**config.mk**
```make
export PLATFORM = sky130hd
export DESIGN_NAME = orange_pixel_ratio_filter_top_flat
export DESIGN_NICKNAME = d
export VERILOG_FILES = /design/src/hdl/opr_pkg.sv /design/src/hdl/opr_if.sv /design/src/hdl/orange_pixel_ratio_filter_top.sv /design/src/hdl/opr_div.sv /design/src/flat_wrapper.sv
export SDC_FILE = /design/constraint.sdc
export NUM_CORES = 1
export LEC_CHECK = 0
export ABC_AREA = 1
export BUFFER_PORTS_ARGS = -buffer_cell sky130_fd_sc_hd__buf_2
export CAP_MARGIN = 20
export CELL_PAD_IN_SITES_DETAIL_PLACEMENT = 0
export CELL_PAD_IN_SITES_GLOBAL_PLACEMENT = 2
export CORE_MARGIN = 2
export CORE_UTILIZATION = 39
export CTS_CLUSTER_DIAMETER = 80
export CTS_CLUSTER_SIZE = 12
export DETAILED_ROUTE_END_ITERATION = 8
export PLACE_DENSITY_LB_ADDON = 0.1
export SLEW_MARGIN = 0
export SYNTH_ARGS = -nofsm -noshare
export SYNTH_HDL_FRONTEND = slang
export SYNTH_HIERARCHICAL = 1
export SYNTH_SLANG_ARGS = --single-unit
export TNS_END_PERCENT = 10
```
**constraint.sdc**
```tcl
create_clock -name clk -period 11.3 [get_ports clk]
set_clock_uncertainty 0.1 [all_clocks]
set_input_delay 2.26 -clock clk [delete_from_list [all_inputs] [get_ports clk]]
set_output_delay 2.26 -clock clk [all_outputs]
set_load 0.1 [all_outputs]
```
**src/hdl/opr_pkg.sv**
```systemverilog
package opr_pkg;

    // Frame size limit and ratio fixed-point format.
    localparam int MAX_FRAME_PIXELS = 65536;
    localparam int RATIO_FRAC_BITS  = 10;

    localparam int CHAN_W   = 8;
    localparam int CHAN_MAX = 255;
    localparam int RATIO_W  = CHAN_W + RATIO_FRAC_BITS;
    localparam int CNT_W    = $clog2(MAX_FRAME_PIXELS + 1);
    localparam int RSUM_W   = RATIO_W + CNT_W - 1;
    localparam int BSUM_W   = CHAN_W + CNT_W - 1;

    // Shared divider sizing: the widest dividend is the ratio sum, the widest
    // divisor is either the pixel count or a green plus blue sum.
    localparam int DIV_W  = RSUM_W;
    localparam int DEN_W  = (CNT_W > CHAN_W + 1) ? CNT_W : CHAN_W + 1;
    localparam int STEP_W = $clog2(DIV_W + 1);

    localparam int RATIO_MUL = 50;
    localparam int MUL_W     = 6;
    localparam int PROD_W    = RATIO_W + MUL_W;

    typedef struct packed {
        logic              mode;
        logic [CHAN_W-1:0] pix_red;
        logic [CHAN_W-1:0] pix_green;
        logic [CHAN_W-1:0] pix_blue;
        logic              frame_end;
    } in_item_t;

    typedef struct packed {
        logic [CHAN_W-1:0] out_red;
        logic [CHAN_W-1:0] out_green;
        logic [CHAN_W-1:0] out_blue;
        logic [CHAN_W-1:0] gray_level;
        logic              mask_on;
        logic              end_out;
    } out_item_t;

    typedef struct packed {
        logic              start;
        logic [DIV_W-1:0]  num;
        logic [DEN_W-1:0]  den;
        logic [STEP_W-1:0] steps;
    } div_req_t;

    typedef struct packed {
        logic             done;
        logic [DIV_W-1:0] quo;
    } div_rsp_t;

    typedef enum logic [2:0] {
        ST_IDLE,
        ST_EVAL,
        ST_PIX_DIV,
        ST_FEND,
        ST_AVG_RATIO,
        ST_AVG_BLUE,
        ST_GRAY,
        ST_OUT
    } state_t;

endpackage

```
**src/hdl/opr_if.sv**
```systemverilog
interface opr_in_if;
    logic               valid;
    logic               ready;
    opr_pkg::in_item_t  data;

    modport source (output valid, output data, input ready);
    modport sink   (input valid, input data, output ready);
endinterface

interface opr_out_if;
    logic               valid;
    logic               ready;
    opr_pkg::out_item_t data;

    modport source (output valid, output data, input ready);
    modport sink   (input valid, input data, output ready);
endinterface

```
**src/hdl/orange_pixel_ratio_filter_top.sv**
```systemverilog
// Orange pixel ratio filter.
//
// Requests arrive on in_chan and results leave on out_chan, both valid/ready
// channels; one request gives exactly one result, in order. A frame is sent
// twice. In pass 0 (mode low) each BGR pixel comes back as an orange-emphasized
// pixel, and its red/(green+blue) ratio and blue are summed; the request that
// carries frame_end turns the averages into the thresholds for pass 1. In
// pass 1 (mode high) the caller sends back the filtered pixels and gets a
// gray level and a mask bit.
//
// Requests are processed one at a time on a single restoring divider, one
// quotient bit per cycle. A pixel with a ratio division passes through
// evaluation, the division (18 divider steps), grading in pass 1, and output;
// one without a division goes from evaluation to grading or output.
// A pass-0 frame end adds both averages (34 + 24 steps) unless no pixel was counted.
// in_chan.ready is high only while the sequencer is idle. A finished result
// waits in the output register while the next request is already taken; if
// the receiver stalls longer, the sequencer holds before writing that register.
// Reset clears the sums, the count and both thresholds to zero, so pass 1
// before the first pass-0 frame end rejects every pixel.
module orange_pixel_ratio_filter_top (
    input  logic     clk,
    input  logic     rst_n,
    opr_in_if.sink   in_chan,
    opr_out_if.source out_chan
);

    localparam int FW = opr_pkg::CHAN_W + 4;

    opr_pkg::state_t    state_reg;
    opr_pkg::state_t    state_next;

    opr_pkg::in_item_t  item_reg;
    logic [opr_pkg::CHAN_W-1:0]  fr_reg;
    logic [opr_pkg::CHAN_W-1:0]  fg_reg;
    logic [opr_pkg::CHAN_W-1:0]  fb_reg;
    logic [opr_pkg::RATIO_W-1:0] ratio_reg;
    logic [opr_pkg::CHAN_W-1:0]  gray_reg;
    logic                        mask_reg;

    logic [opr_pkg::RSUM_W-1:0]  ratio_sum_reg;
    logic [opr_pkg::BSUM_W-1:0]  blue_sum_reg;
    logic [opr_pkg::CNT_W-1:0]   counted_reg;
    logic [opr_pkg::RATIO_W-1:0] ratio_limit_reg;
    logic [opr_pkg::CHAN_W-1:0]  blue_limit_reg;

    logic                        out_valid_reg;
    opr_pkg::out_item_t          out_data_reg;

    opr_pkg::div_req_t  div_req;
    opr_pkg::div_rsp_t  div_rsp;

    // Pass-0 color filter, evaluated on the held request.
    logic [FW-1:0]               r12;
    logic [FW-1:0]               g12;
    logic [FW-1:0]               b12;
    logic                        hue_ok;
    logic [FW-1:0]               t_r;
    logic [FW-1:0]               t_g;
    logic [opr_pkg::CHAN_W-1:0]  c_r;
    logic [opr_pkg::CHAN_W-1:0]  c_g;
    logic [opr_pkg::CHAN_W-1:0]  c_b;
    logic                        too_blue;
    logic [opr_pkg::CHAN_W:0]    den_f;
    logic                        black;
    logic [opr_pkg::CHAN_W-1:0]  f_r;
    logic [opr_pkg::CHAN_W-1:0]  f_g;
    logic [opr_pkg::CHAN_W-1:0]  f_b;
    logic                        count_it;

    // Ratio numerator and denominator for either pass.
    logic [opr_pkg::CHAN_W-1:0]  num_red;
    logic [opr_pkg::CHAN_W:0]    den_pix;
    logic                        pix_div;

    // Pass-1 grading.
    logic [opr_pkg::PROD_W-1:0]  gray_prod;
    logic [opr_pkg::PROD_W-opr_pkg::RATIO_FRAC_BITS-1:0] gray_scaled;
    logic                        pass_ok;

    logic                        out_load;
    logic                        counted_zero;

    // Saturates a signed difference to the channel range.
    function automatic logic [opr_pkg::CHAN_W-1:0] clamp_chan(input logic [FW-1:0] v);
        logic [opr_pkg::CHAN_W-1:0] res;
        if (v[FW-1])
        begin
            res = '0;
        end
        else if (v[FW-2:opr_pkg::CHAN_W] != '0)
        begin
            res = opr_pkg::CHAN_W'(opr_pkg::CHAN_MAX);
        end
        else
        begin
            res = v[opr_pkg::CHAN_W-1:0];
        end
        return res;
    endfunction

    opr_div u_div (
        .clk   (clk),
        .rst_n (rst_n),
        .req   (div_req),
        .rsp   (div_rsp)
    );

    always_comb
    begin
        r12      = FW'(item_reg.pix_red);
        g12      = FW'(item_reg.pix_green);
        b12      = FW'(item_reg.pix_blue);
        hue_ok   = ((b12 * FW'(10)) < (r12 * FW'(9))) && ((b12 * FW'(10)) < (g12 * FW'(9)));
        t_r      = (r12 << 2) - (g12 << 1) - b12;
        t_g      = (g12 * FW'(3)) - (b12 * FW'(3));
        c_r      = hue_ok ? clamp_chan(t_r) : '0;
        c_g      = hue_ok ? clamp_chan(t_g) : '0;
        c_b      = hue_ok ? item_reg.pix_blue : '0;
        too_blue = ((FW'(c_b) * FW'(3)) + (FW'(c_g) << 1)) > (FW'(c_r) << 2);
        den_f    = {1'b0, c_g} + {1'b0, c_b};
        // A pixel with no green or blue left has no defined ratio and goes black.
        black    = too_blue || (den_f == '0);
        f_r      = black ? '0 : c_r;
        f_g      = black ? '0 : c_g;
        f_b      = black ? '0 : c_b;
        count_it = !black && (counted_reg < opr_pkg::CNT_W'(opr_pkg::MAX_FRAME_PIXELS));

        num_red  = item_reg.mode ? item_reg.pix_red : f_r;
        den_pix  = item_reg.mode ? ({1'b0, item_reg.pix_green} + {1'b0, item_reg.pix_blue})
                                 : den_f;
        pix_div  = item_reg.mode ? (den_pix != '0) : count_it;

        counted_zero = (counted_reg == '0);
    end

    always_comb
    begin
        gray_prod   = opr_pkg::PROD_W'(ratio_reg) * opr_pkg::PROD_W'(opr_pkg::RATIO_MUL);
        gray_scaled = gray_prod[opr_pkg::PROD_W-1:opr_pkg::RATIO_FRAC_BITS];
        pass_ok     = (item_reg.pix_blue < blue_limit_reg) && (ratio_reg > ratio_limit_reg);
    end

    // Next-state logic.
    always_comb
    begin
        state_next = state_reg;
        unique case (state_reg)
            opr_pkg::ST_IDLE:
            begin
                if (in_chan.valid)
                begin
                    state_next = opr_pkg::ST_EVAL;
                end
            end
            opr_pkg::ST_EVAL:
            begin
                if (pix_div)
                begin
                    state_next = opr_pkg::ST_PIX_DIV;
                end
                else if (item_reg.mode)
                begin
                    state_next = opr_pkg::ST_GRAY;
                end
                else if (item_reg.frame_end)
                begin
                    state_next = opr_pkg::ST_FEND;
                end
                else
                begin
                    state_next = opr_pkg::ST_OUT;
                end
            end
            opr_pkg::ST_PIX_DIV:
            begin
                if (div_rsp.done)
                begin
                    if (item_reg.mode)
                    begin
                        state_next = opr_pkg::ST_GRAY;
                    end
                    else if (item_reg.frame_end)
                    begin
                        state_next = opr_pkg::ST_FEND;
                    end
                    else
                    begin
                        state_next = opr_pkg::ST_OUT;
                    end
                end
            end
            opr_pkg::ST_FEND:
            begin
                state_next = counted_zero ? opr_pkg::ST_OUT : opr_pkg::ST_AVG_RATIO;
            end
            opr_pkg::ST_AVG_RATIO:
            begin
                if (div_rsp.done)
                begin
                    state_next = opr_pkg::ST_AVG_BLUE;
                end
            end
            opr_pkg::ST_AVG_BLUE:
            begin
                if (div_rsp.done)
                begin
                    state_next = opr_pkg::ST_OUT;
                end
            end
            opr_pkg::ST_GRAY:
            begin
                state_next = opr_pkg::ST_OUT;
            end
            opr_pkg::ST_OUT:
            begin
                if (out_load)
                begin
                    state_next = opr_pkg::ST_IDLE;
                end
            end
            default:
            begin
                state_next = opr_pkg::ST_IDLE;
            end
        endcase
    end

    // Sequencer outputs: input handshake and divider requests.
    always_comb
    begin
        in_chan.ready = 1'b0;
        out_load      = 1'b0;
        div_req.start = 1'b0;
        div_req.num   = opr_pkg::DIV_W'(num_red) << (opr_pkg::DIV_W - opr_pkg::CHAN_W);
        div_req.den   = opr_pkg::DEN_W'(den_pix);
        div_req.steps = opr_pkg::STEP_W'(opr_pkg::RATIO_W);
        unique case (state_reg)
            opr_pkg::ST_IDLE:
            begin
                in_chan.ready = 1'b1;
            end
            opr_pkg::ST_EVAL:
            begin
                div_req.start = pix_div;
            end
            opr_pkg::ST_FEND:
            begin
                div_req.start = !counted_zero;
                div_req.num   = opr_pkg::DIV_W'(ratio_sum_reg);
                div_req.den   = opr_pkg::DEN_W'(counted_reg);
                div_req.steps = opr_pkg::STEP_W'(opr_pkg::RSUM_W);
            end
            opr_pkg::ST_AVG_RATIO:
            begin
                div_req.start = div_rsp.done;
                div_req.num   = opr_pkg::DIV_W'(blue_sum_reg) << (opr_pkg::DIV_W - opr_pkg::BSUM_W);
                div_req.den   = opr_pkg::DEN_W'(counted_reg);
                div_req.steps = opr_pkg::STEP_W'(opr_pkg::BSUM_W);
            end
            opr_pkg::ST_OUT:
            begin
                out_load = !out_valid_reg || out_chan.ready;
            end
            default:
            begin
                out_load = 1'b0;
            end
        endcase
    end

    always_ff @(posedge clk or negedge rst_n)
    begin
        if (!rst_n)
        begin
            state_reg       <= opr_pkg::ST_IDLE;
            out_valid_reg   <= 1'b0;
            ratio_sum_reg   <= '0;
            blue_sum_reg    <= '0;
            counted_reg     <= '0;
            ratio_limit_reg <= '0;
            blue_limit_reg  <= '0;
        end
        else
        begin
            state_reg <= state_next;

            if (out_load)
            begin
                out_valid_reg <= 1'b1;
            end
            else if (out_chan.ready)
            begin
                out_valid_reg <= 1'b0;
            end

            if ((state_reg == opr_pkg::ST_PIX_DIV) && div_rsp.done && !item_reg.mode)
            begin
                ratio_sum_reg <= ratio_sum_reg
                               + opr_pkg::RSUM_W'(div_rsp.quo[opr_pkg::RATIO_W-1:0]);
                blue_sum_reg  <= blue_sum_reg + opr_pkg::BSUM_W'(fb_reg);
                counted_reg   <= counted_reg + opr_pkg::CNT_W'(1);
            end

            if ((state_reg == opr_pkg::ST_FEND) && counted_zero)
            begin
                ratio_limit_reg <= '0;
                blue_limit_reg  <= '0;
                ratio_sum_reg   <= '0;
                blue_sum_reg    <= '0;
            end

            if ((state_reg == opr_pkg::ST_AVG_RATIO) && div_rsp.done)
            begin
                ratio_limit_reg <= div_rsp.quo[opr_pkg::RATIO_W-1:0];
            end

            if ((state_reg == opr_pkg::ST_AVG_BLUE) && div_rsp.done)
            begin
                blue_limit_reg <= div_rsp.quo[opr_pkg::CHAN_W-1:0];
                ratio_sum_reg  <= '0;
                blue_sum_reg   <= '0;
                counted_reg    <= '0;
            end
        end
    end

    // Payload registers.
    always_ff @(posedge clk)
    begin
        if (in_chan.valid && in_chan.ready)
        begin
            item_reg <= in_chan.data;
        end

        if (state_reg == opr_pkg::ST_EVAL)
        begin
            fr_reg    <= f_r;
            fg_reg    <= f_g;
            fb_reg    <= f_b;
            // With a zero denominator the ratio is the shifted red alone.
            ratio_reg <= {item_reg.pix_red, opr_pkg::RATIO_FRAC_BITS'(0)};
        end

        if ((state_reg == opr_pkg::ST_PIX_DIV) && div_rsp.done)
        begin
            ratio_reg <= div_rsp.quo[opr_pkg::RATIO_W-1:0];
        end

        if (state_reg == opr_pkg::ST_GRAY)
        begin
            mask_reg <= pass_ok;
            if (!pass_ok)
            begin
                gray_reg <= '0;
            end
            else if (gray_scaled > opr_pkg::CHAN_MAX)
            begin
                gray_reg <= opr_pkg::CHAN_W'(opr_pkg::CHAN_MAX);
            end
            else
            begin
                gray_reg <= gray_scaled[opr_pkg::CHAN_W-1:0];
            end
        end

        if (out_load)
        begin
            out_data_reg.end_out <= item_reg.frame_end;
            if (item_reg.mode)
            begin
                out_data_reg.out_red    <= '0;
                out_data_reg.out_green  <= '0;
                out_data_reg.out_blue   <= '0;
                out_data_reg.gray_level <= gray_reg;
                out_data_reg.mask_on    <= mask_reg;
            end
            else
            begin
                out_data_reg.out_red    <= fr_reg;
                out_data_reg.out_green  <= fg_reg;
                out_data_reg.out_blue   <= fb_reg;
                out_data_reg.gray_level <= '0;
                out_data_reg.mask_on    <= 1'b0;
            end
        end
    end

    assign out_chan.valid = out_valid_reg;
    assign out_chan.data  = out_data_reg;

endmodule

```
**src/hdl/opr_div.sv**
```systemverilog
// Restoring divider, one quotient bit per cycle. The dividend is loaded
// left-aligned so that a run of N steps divides its top N bits; the quotient
// then sits in the low N bits of the shift register.
module opr_div (
    input  logic                clk,
    input  logic                rst_n,
    input  opr_pkg::div_req_t   req,
    output opr_pkg::div_rsp_t   rsp
);

    logic [opr_pkg::DIV_W-1:0]  sh_reg;
    logic [opr_pkg::DEN_W-1:0]  rem_reg;
    logic [opr_pkg::DEN_W-1:0]  den_reg;
    logic [opr_pkg::STEP_W-1:0] cnt_reg;
    logic                       busy_reg;
    logic                       done_reg;

    logic [opr_pkg::DEN_W:0]    rem_sh;
    logic                       fits;
    logic [opr_pkg::DEN_W-1:0]  rem_next;

    always_comb
    begin
        rem_sh = {rem_reg, sh_reg[opr_pkg::DIV_W-1]};
        fits   = rem_sh >= {1'b0, den_reg};
        if (fits)
        begin
            rem_next = opr_pkg::DEN_W'(rem_sh - {1'b0, den_reg});
        end
        else
        begin
            rem_next = rem_sh[opr_pkg::DEN_W-1:0];
        end
    end

    always_ff @(posedge clk or negedge rst_n)
    begin
        if (!rst_n)
        begin
            busy_reg <= 1'b0;
            done_reg <= 1'b0;
            cnt_reg  <= '0;
        end
        else
        begin
            done_reg <= busy_reg && (cnt_reg == opr_pkg::STEP_W'(1)) && !req.start;
            if (req.start)
            begin
                busy_reg <= 1'b1;
                cnt_reg  <= req.steps;
            end
            else if (busy_reg)
            begin
                cnt_reg <= cnt_reg - opr_pkg::STEP_W'(1);
                if (cnt_reg == opr_pkg::STEP_W'(1))
                begin
                    busy_reg <= 1'b0;
                end
            end
        end
    end

    always_ff @(posedge clk)
    begin
        if (req.start)
        begin
            sh_reg  <= req.num;
            rem_reg <= '0;
            den_reg <= req.den;
        end
        else if (busy_reg)
        begin
            sh_reg  <= {sh_reg[opr_pkg::DIV_W-2:0], fits};
            rem_reg <= rem_next;
        end
    end

    assign rsp.done = done_reg;
    assign rsp.quo  = sh_reg;

endmodule
```
**src/flat_wrapper.sv**
```systemverilog
// flat-port wrapper written by rule: the top's interface ports become plain ports
module orange_pixel_ratio_filter_top_flat 
  (clk, rst_n, in_chan_valid, in_chan_data, in_chan_ready, out_chan_valid, out_chan_data, out_chan_ready);
  opr_in_if in_chan_i ();
  opr_out_if out_chan_i ();
  input  logic clk;
  input  logic rst_n;
  input wire logic [$bits(in_chan_i.valid)-1:0] in_chan_valid;
  input wire logic [$bits(in_chan_i.data)-1:0] in_chan_data;
  output wire logic [$bits(in_chan_i.ready)-1:0] in_chan_ready;
  output wire logic [$bits(out_chan_i.valid)-1:0] out_chan_valid;
  output wire logic [$bits(out_chan_i.data)-1:0] out_chan_data;
  input wire logic [$bits(out_chan_i.ready)-1:0] out_chan_ready;
  assign in_chan_i.valid = in_chan_valid;
  assign in_chan_i.data = in_chan_data;
  assign in_chan_ready = in_chan_i.ready;
  assign out_chan_valid = out_chan_i.valid;
  assign out_chan_data = out_chan_i.data;
  assign out_chan_i.ready = out_chan_ready;
  orange_pixel_ratio_filter_top u_core (.clk(clk), .rst_n(rst_n), .in_chan(in_chan_i), .out_chan(out_chan_i));
endmodule
```
==> impl_metrics.yaml <==
outcome:
  outcome: "finished clean"
cells_and_area:
  stdcell_count: 3435
  final_common_cell: "nand2_1"
  nNetsFinal: 3020
  areaGrowthSynthToFinish_pct: 9.14
  drive_gt1_frac: 0.0644
  final_cell_mix: "nand2_1 (556), inv_1 (494), ha_1 (242)"
  antenna_cells: 0
grt:
  grt_usage: 0.225
  grt_max_degree: 62
  grt_first_pass_wirelength_mm: 98.9
  overflow: 0
  grt_pass1_vias: 17304
  antenna_found_initial: 1
placed_design:
  hpwl_mm: 49.0
  io_buffer_count: 65
  gp_congestion: 0.858
  dp.cells: 3379
sta:
  setup_viol: 0
  min_period_ps: 8910
  slew_headroom: 0.263
  fin_crit_sh: 0.788
  tightest_slew_ps: 1100
  hold_viol: 0
  rsz0062_at_grt: "false"
  setup_tns_ps: 0
  final_max_slew_viol_count: 0
  fmax_mhz: 112
cts:
  clkTransAtPathRegs_ps: 60
  clockBufferDepth: 3
  cts_hold_buf: 0
  cts_buffers: 30
  root_buffer: "clkbuf_16"
  tritoncts: "done"
  cts.repair.resized: 0
  clock_latency_ps: 590
  clock-sinks: 292
  cts_setup_buffers: 0
  htreeDepth: 1
synth:
  syn_area_um2: 21500
  yosys_warnings: 6
  async_reset_ff_frac: 0.387
  ys_seq_area_frac: 0.374
  yosysTopAreaCellShare: 0.226
  synth_top_flop_cell: "edfxtp_1"
  syn-instance-count: 2651
  synthTopCellsByArea: "edfxtp_1 (23%), ha_1 (14%), dfrtp_1 (13%)"
  synth-edff-count: 162
  synth_area_leader_cell: "edfxtp_1"
  ys_ff_latch: 292
  yosysUniqueCellTypes: 67
  synth.avg_cell_area_um2: 8.11
floorplan:
  die_x_um: 239
  start_util: 0.392
  core-area_um2: 54800
  chipHeight_um: 239
  io_pins: 66
  die_area_um2: 57000
  row_count: 86
route:
  wl_per_cell_um: 18.5
  drc: 0
  vias_per_cell: 5.08
  vias: 17456
  drtIter0Drc: 902
  antenna_left: 0
  wirelength_mm: 63.5
  drtPass1Iterations: 5
power:
  powerDensity_nw_per_um2: 310
  peakVddDrop_mv: 0.225
  p_leak_uw: 0.0117
job:
  cap_violations: 0
setup_path:
  crit_type: "flop to flop"
  cp_max_fo: 59
  arrival_ps: 9030
  cp.required_ps: 11420
  critPathMaxStageDelay_ps: 620
  end_kind: "flop"
  crit_top_cell: "nand2_1"
  cp_slowest_cell: "edfxtp_1"
  start_kind: "flop"
hold_path:
  hold_class: "flop to flop"
==> cell usage after synthesis, types with 3 or more instances <==
| cell type | instances |
|---|---|
| nor3_1 | 34 |
| inv_2 | 10 |
| nand4_1 | 25 |
| nand2_1 | 556 |
| xor2_1 | 45 |
| a21boi_0 | 5 |
| o211ai_1 | 13 |
| fa_1 | 41 |
| xnor2_1 | 32 |
| nand3b_1 | 6 |
| and2_1 | 3 |
| o31ai_1 | 4 |
| nor2_1 | 221 |
| a22oi_1 | 4 |
| o21a_1 | 4 |
| o21bai_1 | 10 |
| nand3_1 | 123 |
| dfxtp_1 | 17 |
| nand3b_2 | 7 |
| o221ai_1 | 8 |
| a21oi_1 | 174 |
| buf_1 | 6 |
| edfxtp_1 | 162 |
| o21ai_0 | 111 |
| nand2_2 | 9 |
| a21o_1 | 6 |
| nor4_1 | 7 |
| buf_2 | 4 |
| a31oi_1 | 3 |
| buf_6 | 5 |
| clkbuf_1 | 36 |
| dfrtp_1 | 113 |
| inv_1 | 494 |
| nor2_2 | 9 |
| o21ai_1 | 10 |
| o22ai_1 | 44 |
| a211oi_1 | 3 |
| nor3_2 | 4 |
| nand3_2 | 6 |
| ha_1 | 242 |
==> layer usage <==
metal  share of wire  wire length (um)  up-vias  track usage
met5         0.00020                13        -            0
met4           0.023              1460        2       0.0549
met3           0.034              2140       82       0.0227
met2            0.47             29900      254        0.380
met1            0.47             29900     8338        0.308
li1                -                 -     8780            -
==> cell families after synthesis <==
family / after synthesis / share of synthesized area
compound gates: 414 / 0.110
xor+xnor: 77 / 0.0314
fa+ha+maj: 283 / 0.179
buf+inv: 560 / 0.101
flops: 292 / 0.374
other cells: 1 / 0.000174
simple gates: 1024 / 0.205
==> per-stage QoR <==
step | instance area (um2) | setup WS, ps | hold WS (ps) | utilization | power (uW)
after floorplan | 21500 | 2420 | 327 | - | 5110
after global routing | 23500 | 1740 | 402 | 0.428 | 8010
final | 23500 | 2390 | 372 | 0.428 | 7270
after CTS | 23500 | 2430 | 374 | 0.428 | 7340
after global placement | 22500 | 2620 | 360 | 0.411 | 6300
after detailed placement | 22500 | 2450 | 362 | 0.411 | 6330
==> power breakdown <==
part           switching, uW  total [uW]  internal [uW]
clock network            438         974            536
logic                   3090        4510           1420
registers                225        1790           1560
==> final cells by class <==
| cell class | count | area, um2 |
|---|---|---|
| repair buffers | 77 | 418 |
| well taps | 704 | 881 |
| inverters | 506 | 1900 |
| flip-flops and latches | 292 | 8030 |
| clock buffers | 52 | 896 |
| clock inverters | 4 | 31.3 |
| multi-input cells | 1800 | 11300 |
| fillers | 5611 | 31300 |
==> worst paths after layout <==
check,end,slack [ps],cells after the start,from
worst max-delay path,u_core/u_div/sh_reg[13],2390,41,u_core/b12[1]
worst min-delay path,u_core/u_div/rem_reg[7],370,2,u_core/u_div/rem_reg[7]
worst max register to register,u_core/u_div/sh_reg[13],2390,41,u_core/b12[1]
worst min register to register,u_core/u_div/rem_reg[7],370,2,u_core/u_div/rem_reg[7]
max in group asynchronous,u_core/u_div/done_reg,8060,2,rst_n
min in group asynchronous,u_core/ratio_limit_reg[3],1670,1,rst_n
==> worst max-delay path: cells and delay by family (launching register included) <==
| family | cells | cell delay [ps] |
|---|---|---|
| and+or+nand+nor | 20 | 2230 |
| DFF | 1 | 620 |
| AOI/OAI and AO/OA | 6 | 990 |
| adders and majority gates | 8 | 2780 |
| xor gates and xnor gates | 2 | 370 |
| buffers and inverters | 5 | 1310 |
No activity file was read; power rests on OpenSTA's default activity.
